[config.mk]
export PLATFORM = sky130hd
export DESIGN_NAME = cal_ctrl
export DESIGN_NICKNAME = d
export VERILOG_FILES = /design/src/cal_pkg.sv /design/src/cal_ctrl.sv
export SDC_FILE = /design/constraint.sdc
export NUM_CORES = 1
export LEC_CHECK = 0
export BUFFER_PORTS_ARGS = -buffer_cell sky130_fd_sc_hd__buf_4
export CORE_MARGIN = 1
export CORE_UTILIZATION = 30
export DETAILED_ROUTE_END_ITERATION = 6
export PLACE_DENSITY_LB_ADDON = 0.15
export SLEW_MARGIN = 15
export SYNTH_ARGS = -nofsm -noshare
export SYNTH_HDL_FRONTEND = slang
export SYNTH_SLANG_ARGS = --single-unit
[constraint.sdc]
create_clock -name i_clk -period 1.3 [get_ports i_clk]
set_input_delay 0.065 -clock i_clk [delete_from_list [all_inputs] [get_ports i_clk]]
set_output_delay 0.065 -clock i_clk [all_outputs]
set_load 0.01 [all_outputs]
[src/cal_pkg.sv]
// Shared types, codes and constants for the cursor array list unit.
package cal_pkg;

    localparam int CAPACITY_DEF   = 1024;
    localparam int DATA_WIDTH_DEF = 32;

    localparam int OP_W       = 4;
    localparam int VALUE_W    = 32;
    localparam int TGT_W      = 10;
    localparam int DATA_OUT_W = 32;
    localparam int STATUS_W   = 2;
    localparam int COUNT_W    = 11;
    localparam int CURSOR_W   = 10;

    typedef enum logic [OP_W-1:0] {
        OP_APPEND   = 4'd0,
        OP_INSERT   = 4'd1,
        OP_REMOVE   = 4'd2,
        OP_GO_TO    = 4'd3,
        OP_NEXT     = 4'd4,
        OP_PREVIOUS = 4'd5,
        OP_TO_START = 4'd6,
        OP_TO_END   = 4'd7,
        OP_READ     = 4'd8
    } t_op;

    typedef enum logic [STATUS_W-1:0] {
        ST_OK    = 2'd0,
        ST_FULL  = 2'd1,
        ST_EMPTY = 2'd2,
        ST_RANGE = 2'd3
    } t_status;

    typedef enum logic [3:0] {
        S_IDLE,
        S_DECODE,
        S_INS_CHK,
        S_INS_WR,
        S_REM_DATA,
        S_REM_CHK,
        S_REM_WR,
        S_RD_DATA,
        S_FINISH
    } t_state;

    typedef enum logic [2:0] {
        ADDR_COUNT,
        ADDR_CURSOR,
        ADDR_TGT,
        ADDR_PTR,
        ADDR_PTR_M1,
        ADDR_PTR_P1
    } t_addr_sel;

    typedef enum logic {
        WD_VALUE,
        WD_RDATA
    } t_wd_sel;

    typedef enum logic [2:0] {
        CUR_KEEP,
        CUR_TGT,
        CUR_NEXT,
        CUR_PREV,
        CUR_ZERO,
        CUR_END
    } t_cur_op;

    typedef enum logic [2:0] {
        PTR_KEEP,
        PTR_COUNT,
        PTR_CURSOR,
        PTR_DEC,
        PTR_INC
    } t_ptr_op;

    typedef struct packed {
        logic [OP_W-1:0]    op;
        logic [VALUE_W-1:0] value;
        logic [TGT_W-1:0]   target_index;
    } t_in_word;

    typedef struct packed {
        logic [DATA_OUT_W-1:0] data;
        logic [STATUS_W-1:0]   status;
        logic [COUNT_W-1:0]    count;
        logic [CURSOR_W-1:0]   cursor;
    } t_out_word;

    typedef struct packed {
        logic      load_in;
        logic      set_res;
        t_status   res_status;
        logic      cap_data;
        logic      mem_we;
        t_addr_sel waddr_sel;
        t_wd_sel   wd_sel;
        logic      mem_re;
        t_addr_sel raddr_sel;
        logic      count_inc;
        logic      count_dec;
        t_cur_op   cur_op;
        t_ptr_op   ptr_op;
        logic      emit;
    } t_cmd;

    typedef struct packed {
        t_op  op;
        logic full;
        logic empty;
        logic cur_at_end;
        logic tgt_oor;
        logic ptr_at_cursor;
        logic ptr_last;
        logic out_free;
    } t_stat;

endpackage

[src/cal_ctrl.sv]
// Controller state machine that sequences each list operation.
module cal_ctrl (
    input  logic           i_clk,
    input  logic           i_rst_n,
    input  logic           i_in_valid,
    output logic           o_in_ready,
    input  cal_pkg::t_stat i_stat,
    output cal_pkg::t_cmd  o_cmd
);
    import cal_pkg::*;

    t_state r_state;
    t_state n_state;

    always_ff @(posedge i_clk) begin
        if (!i_rst_n) begin
            r_state <= S_IDLE;
        end else begin
            r_state <= n_state;
        end
    end

    always_comb begin
        n_state = r_state;
        unique case (r_state)
            S_IDLE: begin
                if (i_in_valid) begin
                    n_state = S_DECODE;
                end
            end
            S_DECODE: begin
                n_state = S_FINISH;
                case (i_stat.op)
                    OP_INSERT: begin
                        if (!i_stat.full) begin
                            n_state = S_INS_CHK;
                        end
                    end
                    OP_REMOVE: begin
                        if (!i_stat.empty && !i_stat.cur_at_end) begin
                            n_state = S_REM_DATA;
                        end
                    end
                    OP_GO_TO: begin
                        if (!i_stat.tgt_oor) begin
                            n_state = S_RD_DATA;
                        end
                    end
                    OP_READ: begin
                        if (!i_stat.empty && !i_stat.cur_at_end) begin
                            n_state = S_RD_DATA;
                        end
                    end
                    default: begin
                        n_state = S_FINISH;
                    end
                endcase
            end
            S_INS_CHK: begin
                n_state = i_stat.ptr_at_cursor ? S_FINISH : S_INS_WR;
            end
            S_INS_WR: begin
                n_state = S_INS_CHK;
            end
            S_REM_DATA: begin
                n_state = S_REM_CHK;
            end
            S_REM_CHK: begin
                n_state = i_stat.ptr_last ? S_FINISH : S_REM_WR;
            end
            S_REM_WR: begin
                n_state = S_REM_CHK;
            end
            S_RD_DATA: begin
                n_state = S_FINISH;
            end
            S_FINISH: begin
                if (i_stat.out_free) begin
                    n_state = S_IDLE;
                end
            end
            default: begin
                n_state = S_IDLE;
            end
        endcase
    end

    always_comb begin
        o_cmd      = '0;
        o_in_ready = 1'b0;
        unique case (r_state)
            S_IDLE: begin
                o_in_ready    = 1'b1;
                o_cmd.load_in = i_in_valid;
            end
            S_DECODE: begin
                o_cmd.set_res    = 1'b1;
                o_cmd.res_status = ST_OK;
                case (i_stat.op)
                    OP_APPEND: begin
                        if (i_stat.full) begin
                            o_cmd.res_status = ST_FULL;
                        end else begin
                            o_cmd.mem_we    = 1'b1;
                            o_cmd.waddr_sel = ADDR_COUNT;
                            o_cmd.wd_sel    = WD_VALUE;
                            o_cmd.count_inc = 1'b1;
                        end
                    end
                    OP_INSERT: begin
                        if (i_stat.full) begin
                            o_cmd.res_status = ST_FULL;
                        end else begin
                            o_cmd.ptr_op = PTR_COUNT;
                        end
                    end
                    OP_REMOVE, OP_READ: begin
                        if (i_stat.empty) begin
                            o_cmd.res_status = ST_EMPTY;
                        end else if (i_stat.cur_at_end) begin
                            o_cmd.res_status = ST_RANGE;
                        end else begin
                            o_cmd.mem_re    = 1'b1;
                            o_cmd.raddr_sel = ADDR_CURSOR;
                            o_cmd.ptr_op    = PTR_CURSOR;
                        end
                    end
                    OP_GO_TO: begin
                        if (i_stat.tgt_oor) begin
                            o_cmd.res_status = ST_RANGE;
                        end else begin
                            o_cmd.mem_re    = 1'b1;
                            o_cmd.raddr_sel = ADDR_TGT;
                            o_cmd.cur_op    = CUR_TGT;
                        end
                    end
                    OP_NEXT:     o_cmd.cur_op = CUR_NEXT;
                    OP_PREVIOUS: o_cmd.cur_op = CUR_PREV;
                    OP_TO_START: o_cmd.cur_op = CUR_ZERO;
                    OP_TO_END:   o_cmd.cur_op = CUR_END;
                    default:     o_cmd.cur_op = CUR_KEEP;
                endcase
            end
            S_INS_CHK: begin
                if (i_stat.ptr_at_cursor) begin
                    o_cmd.mem_we    = 1'b1;
                    o_cmd.waddr_sel = ADDR_CURSOR;
                    o_cmd.wd_sel    = WD_VALUE;
                    o_cmd.count_inc = 1'b1;
                end else begin
                    o_cmd.mem_re    = 1'b1;
                    o_cmd.raddr_sel = ADDR_PTR_M1;
                end
            end
            S_INS_WR: begin
                o_cmd.mem_we    = 1'b1;
                o_cmd.waddr_sel = ADDR_PTR;
                o_cmd.wd_sel    = WD_RDATA;
                o_cmd.ptr_op    = PTR_DEC;
            end
            S_REM_DATA: begin
                o_cmd.cap_data = 1'b1;
            end
            S_REM_CHK: begin
                if (i_stat.ptr_last) begin
                    o_cmd.count_dec = 1'b1;
                end else begin
                    o_cmd.mem_re    = 1'b1;
                    o_cmd.raddr_sel = ADDR_PTR_P1;
                end
            end
            S_REM_WR: begin
                o_cmd.mem_we    = 1'b1;
                o_cmd.waddr_sel = ADDR_PTR;
                o_cmd.wd_sel    = WD_RDATA;
                o_cmd.ptr_op    = PTR_INC;
            end
            S_RD_DATA: begin
                o_cmd.cap_data = 1'b1;
            end
            S_FINISH: begin
                o_cmd.emit = i_stat.out_free;
            end
            default: begin
                o_cmd = '0;
            end
        endcase
    end

endmodule

==> run summary <==
Core ar. -> 2000 um2
Die Wd -> 48.7 um
Post-layout net count -> 166
Power per Cell Area -> 547 nW/um2
Wirelength per Cell -> 12.5 um
Mapped Nets -> 109
RSZ-0062 raised after global routing -> true
Switching Fraction -> 33.6%
Count of final setup violators -> 24
Remaining antenna violation count -> 0
Overall power -> 0.734 mW
DRC violation total after the first TritonRoute iteration -> 14
Vias per inst -> 5.20
Avg Inst Size Synth -> 6.88 um2
Final Cycle Share -> 130%
Top Registers -> r_state (4)
Starting Density -> 32.6%
Slew Limit Headroom -> 62.9%
Post-synth cell types -> 49
Peak supply drop -> 0.436 mV
Clock Power Share -> 19.4%
Initial antenna violation count -> 0
Status -> finished, violations left
Seq/Total Area, Yosys -> 12.3%
Die area -> 2370 um2
R2r setup slk -> -0.26 ns
Slew @ Worst Pin -> 0.549 ns
Setup TNS -> -5.38 ns
Clock tree sinks -> 4
Area growth from synthesis to layout -> 105%
Leakage -> 0.622 nW
Cell count after synthesis -> 95
Yosys top cell area share -> 12.3%
Clock-pin slew on the worst setup and hold paths -> 0.04 ns
Max Slew Vio Count -> 0
Clk_skew -> 0.000956 ns
Port Buffer Count -> 36
Crit Path Category -> reg -> out
IO Pins -> 38
Fmax -> 591 MHz
Clk root buf -> clkbuf_4
Routed WL -> 2220 um
Dpl cell area -> 1030 um2
Largest net degree at the start of global routing -> 12
DR vias -> 920
Yosys reg bits -> 4
CP required -> 1.24 ns
Layout cells sized above 1 -> 67.3%
DR DRC count -> 0
Std-Cell Rows -> 16
Clock Path Buffers -> 2
P_sw -> 0.247 mW
Overall routing resource usage -> 18.5%
Grt total ovfl -> 0
PnR worst setup slack -> -0.393 ns
Finished Cell Area -> 1340 um2
Crit path DAT -> 1.63 ns
Crit end category -> primary output
Chip height -> 48.7 um
Violated checks -> setup timing
Final min period -> 1.69 ns
Clk_lat worst skew -> 0.22 ns
CTS tree -> built
Max Cap Viol -> 0
Startpoint Class -> flop
Inserted Diodes -> 0
Synth area leaders -> dfxtp_1 12%, nor2_1 8.0%, xnor2_1 4.0%, buf_4 3.4%, nand2_1 3.4%
Worst hold path type -> in -> reg
Flop pwr share -> 18.6%
First-pass GRT wire length -> 3530 um
YS warnings -> 0
Largest Register -> r_state
GPL Wtd Cong -> 0.789
Post-synthesis instance area -> 653 um2
Max reg flops -> 4
Drt first pass iters -> 4
Hold Vio Cnt, Final -> 0
Critical Path Fanout Max -> 3
H-tree depth -> 1
Cell taking the most area after synthesis -> dfxtp_1
Share of total power in combinational logic -> 62.0%
Cell internal pwr -> 0.487 mW
Post-DP HPWL -> 1580 um
Vias in the first global route -> 841
CTS buffer count -> 3
## cells in the mapped netlist (all sizes together)
library cell   n
nor2          15
nand2          6
buf            5
clkbuf         5
o21ai          5
and2           4
dfxtp          4
and3           3
inv            3
nand3          3
xnor2          3
a21oi          2
nand2b         2
nand4b         2
nor2b          2
nor3           2
nor3b          2
nor4           2
o31ai          2
or2            2
a211oi         1
a21boi         1
a21o           1
a31oi          1
clkinv         1
conb           1
nand3b         1
nor4b          1
nor4bb         1
o211a          1
o211ai         1
o22a           1
o22ai          1
o311a          1
o311ai         1
o31a           1
o32a           1
o32ai          1
or3            1
or4            1
or4b           1
## cells by family after synthesis
family                 count (synthesis)  share of synthesized area, %
AO/OA/AOI/OAI                         22                          25.3
XOR/XNOR                               3                          4.02
buffers and inverters                 14                          11.9
flip-flops                             4                          12.3
other                                  1                         0.574
AND/OR/NAND/NOR                       51                          46.0
## worst max-delay path, cell delays in order, from the launching register on
cell and delay [ns]:
dfxtp_2 0.31, or4b_4 0.59, nor3b_4 0.21, nor2b_2 0.17
buf_4 0.12
## worst paths after layout
kind	startpoint	end	cells past startpoint
setup reg to reg	r_state[0]	r_state[3]	7
hold reg to reg	r_state[3]	r_state[2]	4
setup / recovery	r_state[3]	o_cmd[5]	4
hold / removal	i_rst_n	r_state[1]	2
## placed cells by master (no fill, tap or decap), types with 2 or more instances in the layout
cell type and instances:
buf_4 45, buf_6 16, nor2_1 7, nor2_4 5, nand2_1 4, dfxtp_2 4
nand3_1 3, nor2_2 3, and2_1 3, clkbuf_4 3, xnor2_1 2, nand4b_1 2
o31ai_1 2, o21ai_0 2, and3_1 2, a21oi_1 2, inv_1 2, nor4_1 2
## power by group through the flow
stage	combinational (mW)	clock (mW)	sequential, mW
6_report	0.456	0.142	0.136
5_1_grt	0.488	0.168	0.136
4_1_cts	0.394	0.148	0.136
3_5_place_dp	0.316	0	0.136
3_3_place_gp	0.314	0	0.136
2_1_floorplan	0.173	0	0.137
## final cells by class
type	count	area, um2
fillers	163	661
repair buffers	62	533
well taps	27	33.8
clock buffers	3	22.5
flip-flops and latches	4	85.1
inverters	4	22.5
multi-input cells	77	644
## metal layers
metal / vias up / global-route usage [%] / wire length [um]
met1: 420 / 21.3 / 853
li1: 455 / - / -
met2: 45 / 35.9 / 1220
met3: 0 / 3.46 / 147
met4: 0 / 1.47 / 0
met5: - / 0 / 0
## timing repair
| item | in CTS | in global routing |
|---|---|---|
| buffers inserted | 8 | 3 |
| cloned | 0 | 0 |
| endpoints found under the setup margin | 23 | 26 |
| gates resized for setup | 23 | 29 |
| pin swaps | 14 | 18 |
| hold buffers | 0 | 0 |
## per-stage QoR
stage               setup WS, ns  hold slack [ns]  util [%]  std cells
floorplan                 -0.106            0.193         -         95
global placement          -0.117            0.332      51.6        163
detailed placement        -0.147            0.329      51.6        163
CTS                       -0.390            0.107      60.2        174
global route              -0.465           0.0905      67.0        177
finish                    -0.393            0.106      67.0        177
(Power assumes the default switching activity.)
